## src/sha1_pkg.sv

```systemverilog
// Shared types, constants and round functions for the SHA-1 hash unit.
package sha1_pkg;

    localparam int unsigned ROUNDS      = 80;
    localparam int unsigned DIGEST_WORDS = 5;
    localparam int unsigned LEN_START   = 56;

    localparam logic [31:0] IV0 = 32'h67452301;
    localparam logic [31:0] IV1 = 32'hefcdab89;
    localparam logic [31:0] IV2 = 32'h98badcfe;
    localparam logic [31:0] IV3 = 32'h10325476;
    localparam logic [31:0] IV4 = 32'hc3d2e1f0;

    localparam logic [31:0] K0 = 32'h5a827999;
    localparam logic [31:0] K1 = 32'h6ed9eba1;
    localparam logic [31:0] K2 = 32'h8f1bbcdc;
    localparam logic [31:0] K3 = 32'hca62c1d6;

    localparam logic [7:0] PAD_MARK_BYTE = 8'h80;

    // Padding byte source
    localparam logic [1:0] PAD_MARK = 2'd0;
    localparam logic [1:0] PAD_ZERO = 2'd1;
    localparam logic [1:0] PAD_LEN  = 2'd2;

    typedef struct packed {
        logic       push_msg;
        logic       push_pad;
        logic [1:0] pad_sel;
        logic       load_vars;
        logic       round_en;
        logic [6:0] round_idx;
        logic       add_chain;
        logic       finish;
        logic [2:0] word_sel;
    } sha1_cmd_t;

    typedef struct packed {
        logic [5:0] fill;
    } sha1_status_t;

    function automatic logic [31:0] sha1_f(input logic [6:0] t, input logic [31:0] b,
                                           input logic [31:0] c, input logic [31:0] d);
        logic [31:0] r;
        if (t < 7'd20)
        begin
            r = (b & c) | (~b & d);
        end
        else if (t < 7'd40)
        begin
            r = b ^ c ^ d;
        end
        else if (t < 7'd60)
        begin
            r = (b & c) | (b & d) | (c & d);
        end
        else
        begin
            r = b ^ c ^ d;
        end
        return r;
    endfunction

    function automatic logic [31:0] sha1_k(input logic [6:0] t);
        logic [31:0] r;
        if (t < 7'd20)
        begin
            r = K0;
        end
        else if (t < 7'd40)
        begin
            r = K1;
        end
        else if (t < 7'd60)
        begin
            r = K2;
        end
        else
        begin
            r = K3;
        end
        return r;
    endfunction

endpackage

```

## src/sha1_hash_unit.sv

```systemverilog
// SHA-1 hash unit over a byte stream: five digest words per message.
// Throughput: one byte per cycle while a block fills; the transaction that ends a 64-byte
//   block loads the round registers, then input is held through the 80 rounds and the chaining add.
// After the last transaction: padding bytes up to the block end and a compression, plus a
//   further padding block and compression when the length needs an extra block; then 5 words.
// Reset: rst_n clears control state and loads the initial chaining value; no clearing pass.
module sha1_hash_unit
    import sha1_pkg::*;
(
    input  logic        clk,
    input  logic        rst_n,
    input  logic        in_valid,
    output logic        in_stall,
    input  logic [7:0]  data_byte,
    input  logic        byte_valid,
    input  logic        last,
    output logic        out_valid,
    input  logic        out_stall,
    output logic [31:0] digest_word,
    output logic [2:0]  word_index,
    output logic        last_word
);

    sha1_cmd_t    cmd;
    sha1_status_t status;

    sha1_ctrl u_ctrl (
        .clk        (clk),
        .rst_n      (rst_n),
        .in_valid   (in_valid),
        .in_stall   (in_stall),
        .byte_valid (byte_valid),
        .last       (last),
        .out_valid  (out_valid),
        .out_stall  (out_stall),
        .word_index (word_index),
        .last_word  (last_word),
        .status     (status),
        .cmd        (cmd)
    );

    sha1_datapath u_datapath (
        .clk         (clk),
        .rst_n       (rst_n),
        .cmd         (cmd),
        .data_byte   (data_byte),
        .status      (status),
        .digest_word (digest_word)
    );

    // Input is held off whenever the digest is being delivered
    a_no_input_during_output: assert property (@(posedge clk) disable iff (!rst_n)
        out_valid |-> in_stall)
        else $error("input taken while digest words pending");

    // After the final word the unit returns to taking bytes
    a_ready_after_digest: assert property (@(posedge clk) disable iff (!rst_n)
        (out_valid && !out_stall && last_word) |=> (!out_valid && !in_stall))
        else $error("unit did not return to idle after digest");

    // Word index advances by one per output transaction within a digest
    a_index_advance: assert property (@(posedge clk) disable iff (!rst_n)
        (out_valid && !out_stall && !last_word) |=>
            (out_valid && (word_index == $past(word_index) + 3'd1)))
        else $error("digest word index did not advance");

endmodule

```

## src/sha1_datapath.sv

```systemverilog
// SHA-1 datapath: message window, round registers, chaining value and counters.
module sha1_datapath
    import sha1_pkg::*;
(
    input  logic         clk,
    input  logic         rst_n,
    input  sha1_cmd_t    cmd,
    input  logic [7:0]   data_byte,
    output sha1_status_t status,
    output logic [31:0]  digest_word
);

    logic [511:0] win_reg, win_next;
    logic [31:0]  a_reg, b_reg, c_reg, d_reg, e_reg;
    logic [31:0]  h_reg [DIGEST_WORDS];
    logic [60:0]  count_reg;
    logic [5:0]   fill_reg;

    logic [63:0]  len_bits;
    logic [2:0]   len_idx;
    logic [7:0]   pad_byte;
    logic [31:0]  w0, w2, w8, w13, w_exp, w_t, tmp;

    assign len_bits = {count_reg, 3'b000};
    assign len_idx  = 3'd7 - fill_reg[2:0];

    always_comb
    begin
        unique case (cmd.pad_sel)
            PAD_MARK: pad_byte = PAD_MARK_BYTE;
            PAD_LEN:  pad_byte = len_bits[{len_idx, 3'b000} +: 8];
            default:  pad_byte = 8'h00;
        endcase
    end

    // Schedule taps: oldest word at the top of the window
    assign w0    = win_reg[511:480];
    assign w2    = win_reg[447:416];
    assign w8    = win_reg[255:224];
    assign w13   = win_reg[95:64];
    assign w_exp = {(w13[30:0] ^ w8[30:0] ^ w2[30:0] ^ w0[30:0]),
                    (w13[31] ^ w8[31] ^ w2[31] ^ w0[31])};
    assign w_t   = (cmd.round_idx < 7'd16) ? w0 : w_exp;
    assign tmp   = {a_reg[26:0], a_reg[31:27]} + sha1_f(cmd.round_idx, b_reg, c_reg, d_reg)
                   + e_reg + sha1_k(cmd.round_idx) + w_t;

    always_comb
    begin
        win_next = win_reg;
        if (cmd.push_msg)
        begin
            win_next = {win_reg[503:0], data_byte};
        end
        else if (cmd.push_pad)
        begin
            win_next = {win_reg[503:0], pad_byte};
        end
        else if (cmd.round_en)
        begin
            win_next = {win_reg[479:0], w_t};
        end
    end

    always_ff @(posedge clk)
    begin
        win_reg <= win_next;
        if (cmd.load_vars)
        begin
            a_reg <= h_reg[0];
            b_reg <= h_reg[1];
            c_reg <= h_reg[2];
            d_reg <= h_reg[3];
            e_reg <= h_reg[4];
        end
        else if (cmd.round_en)
        begin
            a_reg <= tmp;
            b_reg <= a_reg;
            c_reg <= {b_reg[1:0], b_reg[31:2]};
            d_reg <= c_reg;
            e_reg <= d_reg;
        end
    end

    always_ff @(posedge clk or negedge rst_n)
    begin
        if (!rst_n)
        begin
            h_reg[0]  <= IV0;
            h_reg[1]  <= IV1;
            h_reg[2]  <= IV2;
            h_reg[3]  <= IV3;
            h_reg[4]  <= IV4;
            count_reg <= '0;
            fill_reg  <= '0;
        end
        else
        begin
            if (cmd.push_msg)
            begin
                count_reg <= count_reg + 61'd1;
            end
            if (cmd.push_msg || cmd.push_pad)
            begin
                fill_reg <= fill_reg + 6'd1;
            end
            if (cmd.add_chain)
            begin
                h_reg[0] <= h_reg[0] + a_reg;
                h_reg[1] <= h_reg[1] + b_reg;
                h_reg[2] <= h_reg[2] + c_reg;
                h_reg[3] <= h_reg[3] + d_reg;
                h_reg[4] <= h_reg[4] + e_reg;
            end
            else if (cmd.finish)
            begin
                h_reg[0]  <= IV0;
                h_reg[1]  <= IV1;
                h_reg[2]  <= IV2;
                h_reg[3]  <= IV3;
                h_reg[4]  <= IV4;
                count_reg <= '0;
            end
        end
    end

    always_comb
    begin
        unique case (cmd.word_sel)
            3'd0:    digest_word = h_reg[0];
            3'd1:    digest_word = h_reg[1];
            3'd2:    digest_word = h_reg[2];
            3'd3:    digest_word = h_reg[3];
            default: digest_word = h_reg[4];
        endcase
    end

    assign status.fill = fill_reg;

endmodule

```

## src/sha1_ctrl.sv

```systemverilog
// SHA-1 controller: input handshake, padding sequence, round count and digest output.
module sha1_ctrl
    import sha1_pkg::*;
(
    input  logic         clk,
    input  logic         rst_n,
    input  logic         in_valid,
    output logic         in_stall,
    input  logic         byte_valid,
    input  logic         last,
    output logic         out_valid,
    input  logic         out_stall,
    output logic [2:0]   word_index,
    output logic         last_word,
    input  sha1_status_t status,
    output sha1_cmd_t    cmd
);

    localparam logic [2:0] ST_IDLE  = 3'd0;
    localparam logic [2:0] ST_PAD   = 3'd1;
    localparam logic [2:0] ST_ROUND = 3'd2;
    localparam logic [2:0] ST_ADD   = 3'd3;
    localparam logic [2:0] ST_OUT   = 3'd4;

    localparam logic [6:0] LAST_ROUND = 7'(ROUNDS - 1);
    localparam logic [2:0] LAST_WORD  = 3'(DIGEST_WORDS - 1);
    localparam logic [5:0] LEN_POS    = 6'(LEN_START);

    logic [2:0] state_reg, state_next;
    logic [6:0] rc_reg, rc_next;
    logic [2:0] oi_reg, oi_next;
    logic       first_reg, first_next;
    logic       len_ok_reg, len_ok_next;
    logic       final_reg, final_next;
    logic       pend_reg, pend_next;
    logic       pad_mode_reg, pad_mode_next;
    logic       block_end;

    assign block_end = (status.fill == 6'h3f);

    always_comb
    begin
        state_next    = state_reg;
        rc_next       = rc_reg;
        oi_next       = oi_reg;
        first_next    = first_reg;
        len_ok_next   = len_ok_reg;
        final_next    = final_reg;
        pend_next     = pend_reg;
        pad_mode_next = pad_mode_reg;
        cmd           = '0;
        cmd.round_idx = rc_reg;
        cmd.word_sel  = oi_reg;
        cmd.pad_sel   = PAD_ZERO;
        in_stall      = 1'b1;
        out_valid     = 1'b0;

        unique case (state_reg)
            ST_IDLE:
            begin
                in_stall = 1'b0;
                if (in_valid)
                begin
                    if (byte_valid)
                    begin
                        cmd.push_msg = 1'b1;
                        if (block_end)
                        begin
                            cmd.load_vars = 1'b1;
                            pend_next     = last;
                            rc_next       = '0;
                            state_next    = ST_ROUND;
                        end
                        else if (last)
                        begin
                            state_next    = ST_PAD;
                            first_next    = 1'b1;
                            len_ok_next   = 1'b0;
                            pad_mode_next = 1'b1;
                        end
                    end
                    else if (last)
                    begin
                        state_next    = ST_PAD;
                        first_next    = 1'b1;
                        len_ok_next   = 1'b0;
                        pad_mode_next = 1'b1;
                    end
                end
            end
            ST_PAD:
            begin
                cmd.push_pad = 1'b1;
                first_next   = 1'b0;
                if (first_reg)
                begin
                    cmd.pad_sel = PAD_MARK;
                    if (status.fill < LEN_POS)
                    begin
                        len_ok_next = 1'b1;
                    end
                end
                else if (len_ok_reg && (status.fill >= LEN_POS))
                begin
                    cmd.pad_sel = PAD_LEN;
                end
                if (block_end)
                begin
                    cmd.load_vars = 1'b1;
                    rc_next       = '0;
                    final_next    = (cmd.pad_sel == PAD_LEN);
                    // if the length did not fit here, it goes into the block after this one
                    len_ok_next   = 1'b1;
                    state_next    = ST_ROUND;
                end
            end
            ST_ROUND:
            begin
                cmd.round_en = 1'b1;
                rc_next      = rc_reg + 7'd1;
                if (rc_reg == LAST_ROUND)
                begin
                    state_next = ST_ADD;
                end
            end
            ST_ADD:
            begin
                cmd.add_chain = 1'b1;
                if (final_reg)
                begin
                    oi_next    = '0;
                    state_next = ST_OUT;
                end
                else if (pend_reg)
                begin
                    pend_next     = 1'b0;
                    first_next    = 1'b1;
                    len_ok_next   = 1'b0;
                    pad_mode_next = 1'b1;
                    state_next    = ST_PAD;
                end
                else if (pad_mode_reg)
                begin
                    state_next = ST_PAD;
                end
                else
                begin
                    state_next = ST_IDLE;
                end
            end
            ST_OUT:
            begin
                out_valid = 1'b1;
                if (!out_stall)
                begin
                    if (oi_reg == LAST_WORD)
                    begin
                        cmd.finish    = 1'b1;
                        final_next    = 1'b0;
                        pad_mode_next = 1'b0;
                        len_ok_next   = 1'b0;
                        state_next    = ST_IDLE;
                    end
                    else
                    begin
                        oi_next = oi_reg + 3'd1;
                    end
                end
            end
            default:
            begin
                state_next = ST_IDLE;
            end
        endcase
    end

    always_ff @(posedge clk or negedge rst_n)
    begin
        if (!rst_n)
        begin
            state_reg    <= ST_IDLE;
            rc_reg       <= '0;
            oi_reg       <= '0;
            first_reg    <= 1'b0;
            len_ok_reg   <= 1'b0;
            final_reg    <= 1'b0;
            pend_reg     <= 1'b0;
            pad_mode_reg <= 1'b0;
        end
        else
        begin
            state_reg    <= state_next;
            rc_reg       <= rc_next;
            oi_reg       <= oi_next;
            first_reg    <= first_next;
            len_ok_reg   <= len_ok_next;
            final_reg    <= final_next;
            pend_reg     <= pend_next;
            pad_mode_reg <= pad_mode_next;
        end
    end

    assign word_index = oi_reg;
    assign last_word  = (oi_reg == LAST_WORD);

endmodule

```

## config.mk

```make
export PLATFORM = sky130hd
export DESIGN_NAME = sha1_hash_unit
export DESIGN_NICKNAME = d
export VERILOG_FILES = /design/src/sha1_pkg.sv /design/src/sha1_hash_unit.sv /design/src/sha1_datapath.sv /design/src/sha1_ctrl.sv
export SDC_FILE = /design/constraint.sdc
export NUM_CORES = 2
export LEC_CHECK = 0
export ABC_AREA = 1
export BUFFER_PORTS_ARGS = -buffer_cell sky130_fd_sc_hd__clkbuf_2
export CAP_MARGIN = 20
export CORE_UTILIZATION = 55
export DETAILED_ROUTE_END_ITERATION = 16
export PLACE_DENSITY = 0.71
export SYNTH_ARGS = -nofsm -noshare
export SYNTH_HDL_FRONTEND = slang
export SYNTH_SLANG_ARGS = --single-unit
```

## constraint.sdc

```tcl
create_clock -name clk -period 15.8 [get_ports clk]
set_input_delay 3.16 -clock clk [delete_from_list [all_inputs] [get_ports clk]]
set_output_delay 3.16 -clock clk [all_outputs]
set_load 0.01 [all_outputs]
```

==> results.json <==
{
  "dpl.hpwl_mm": 150,
  "via_per_inst": 5.89,
  "drcViolationCount": 0,
  "ys_seq_area_share_pct": 45.6,
  "dp_cells": 8350,
  "largest_register_ffs": 512,
  "synth_top_area_share_pct": 34.8,
  "tritoncts": "done",
  "synth_compound_area_share_pct": 10.8,
  "crit_fanout": 112,
  "layout_setup_ws_ns": 8.04,
  "rows": 118,
  "initial_utilization_pct": 55.7,
  "min_path_type": "reg2reg",
  "clock_sinks": 917,
  "crit_family": "buffers and inverters",
  "ctsResizeCount": 0,
  "grt_pass1_vias": 47223,
  "synth_adder_area_share_pct": 9.19,
  "yosys.area_share.simple_pct": 24.8,
  "fin_cells": 8547,
  "critPathSlowestCell": "buf_4",
  "critPathLaunchType": "input pin",
  "worst_hold_slack_ns": 0.481,
  "die_h_um": 327,
  "outcome": "finished, final reports clean",
  "min_period_ns": 7.76,
  "numCtsBuffers": 103,
  "slowest_delay_ns": 0.91,
  "setup.worst_path.class": "in2reg",
  "antenna_found_initial": 4,
  "arrival_ns": 8.32,
  "synth_fp_nets": 7473,
  "synthDistinctLibCells": 62,
  "crit_top_cell": "buf_4",
  "postCtsSetupRepairBufs": 0,
  "clockBufferDepth": 3,
  "postRouteAntennaNets": 0,
  "drt-total-wl_mm": 200,
  "critPathBufInv": 5,
  "fmax_mhz": 129,
  "grt_overflow": 0,
  "postSynthCellCount": 7108,
  "die_area_um2": 107000,
  "clk_latency_ns": 0.71,
  "ys_warn_count": 0,
  "fill_cells": 9256,
  "ys_seq_elements": 917,
  "crit_required_ns": 16.36,
  "fin_skew_ns": 0.0235,
  "drt_iter0_drc": 6231,
  "track_usage_pct": 37.0,
  "path_cells": "clkbuf_2 > nand4_4 > nand2_4 > buf_4 > buf_4 > buf_4 > buf_4 > nand2_1 > nand2_1",
  "root_buffer": "clkbuf_16",
  "grt_max_degree": 202,
  "numPortBuffers": 51,
  "ios": 52,
  "async_reset_ff_share_pct": 26.7,
  "synth_edf_count": 672,
  "drv_slew": 0,
  "gp_congestion": 1.05,
  "first_pass_iters": 7,
  "yosys-top-cells-area": "edfxtp_1, nand2_1, dfrtp_1, ha_1, inv_1",
  "max-cap-violations": 0,
  "tns_ns": 0,
  "syn_area_um2": 57900,
  "holdBufCountCts": 0,
  "pre_cts_ws_ns": 7.43,
  "finalCritPeriodShare_pct": 49.1,
  "core_area_um2": 104000,
  "hold_viol": 0,
  "wl_per_cell_um": 23.4,
  "end_kind": "register",
  "setup_violations": 0,
  "syn_to_final_growth_pct": 8.51,
  "worst_slew_pin_slew_ns": 1.25,
  "vias": 50369,
  "clk_pin_slew_ns": 0.06,
  "syn_area_per_cell_um2": 8.15,
  "grt_pass1_wl_mm": 296,
  "rsz0062_at_grt": "no",
  "htree_num_levels": 3,
  "max-slew-margin-rel_pct": 17.0,
  "synth_top_family_by_area": "simple AND/OR/NAND/NOR gates",
  "synth.area.mux_share_pct": 0.0173,
  "chipWidth_um": 327,
  "final_net_count": 7442,
  "yosysTopAreaCell": "edfxtp_1",
  "final_layout_size_suffix_gt1_share_pct": 5.62,
  "yosys.area_share.xor_xnor_pct": 3.11,
  "synth-main-ff-cell": "edfxtp_1"
}
[cells in the final DEF (no fill, tap or decap), types with 34 or more instances in the layout]
cell type	n
clkbuf_16	103
ha_1	227
a21oi_1	326
clkbuf_2	50
inv_1	693
o22ai_1	85
xnor2_1	116
dfstp_2	80
nand3_1	271
fa_1	124
nand2_1	2605
o21ai_0	500
xor2_1	90
edfxtp_1	672
nor3_1	79
dfrtp_1	165
o21bai_1	34
buf_4	48
nand4_1	86
nor2_1	448
[worst register-to-register path: cells and delay by family (launching register included)]
family	cells	cell delay, ns
fa+ha+maj	4	2.08
compound gates	4	1.34
buf+inv	5	1.27
simple gates	7	1.09
flops	1	0.46
[synth_stat cells (all sizes together), types with 19 or more instances]
cell type,instances
or2,19
dfrtp,165
ha,227
o22ai,85
buf,142
o21a,19
nor2,463
xnor2,116
a21o,24
nor3,84
clkbuf,98
a221oi,32
inv,707
o21bai,34
a21boi,20
o21ai,510
nand2,2615
edfxtp,672
nand3,272
a21oi,326
fa,124
xor2,90
nand4,88
dfstp,80
[layer usage]
layer | track usage, % | vias up | routed length (µm)
met5 | 0 | - | 41
met4 | 15.3 | 6 | 9170
met3 | 7.44 | 360 | 19500
met2 | 55.4 | 2331 | 87300
met1 | 52.5 | 24285 | 83600
li1 | - | 23387 | -
[worst paths after layout]
| path | to | slack [ns] | start | cells past startpoint |
|---|---|---|---|---|
| setup / recovery | u_datapath.win_reg[378]$_DFFE_PP_ | 8.04 | in_valid | 9 |
| hold / removal | u_datapath.status[5]$_DFFE_PN0P_ | 0.48 | u_datapath.status[5]$_DFFE_PN0P_ | 1 |
| setup reg to reg | u_datapath.a_reg[31]$_DFFE_PP_ | 9.31 | u_ctrl.rc_reg[6]$_DFFE_PN0P_ | 20 |
| hold reg to reg | u_datapath.status[5]$_DFFE_PN0P_ | 0.48 | u_datapath.status[5]$_DFFE_PN0P_ | 1 |
| max in group asynchronous | u_datapath.count_reg[40]$_DFF_PN0_ | 11.03 | rst_n | 3 |
| min in group asynchronous | u_datapath.h_reg[89]$_DFFE_PN0P_ | 2.44 | rst_n | 1 |
[logic make-up after synthesis]
family                   after synthesis
buffers and inverters                948
adder cells (fa/ha/maj)              351
AO/OA/AOI/OAI                       1111
flip-flops                           917
AND/OR/NAND/NOR                     3574
multiplexers                           1
XOR/XNOR                             206
[area by class of cell]
cell class / count / area [µm²] / area share [%]
diodes: 1 / 2.50 / 0.00398
clock buffers: 134 / 2760 / 4.40
flip-flops and latches: 917 / 26400 / 42.0
repair buffers: 104 / 726 / 1.15
clock inverters: 60 / 723 / 1.15
inverters: 708 / 2670 / 4.25
multi-input cells: 5243 / 27800 / 44.3
well taps: 1380 / 1730 / 2.75
[metrics by stage]
stage | util (%) | cell area, µm²
6_report | 60.5 | 62800
5_1_grt | 60.5 | 62800
4_1_cts | 60.4 | 62800
3_5_place_dp | 57.1 | 59300
3_3_place_gp | 57.1 | 59300
2_1_floorplan | - | 57900
Power is not shown: default switching activity piles up to over one toggle a cycle in this logic, so the estimate is an artifact.
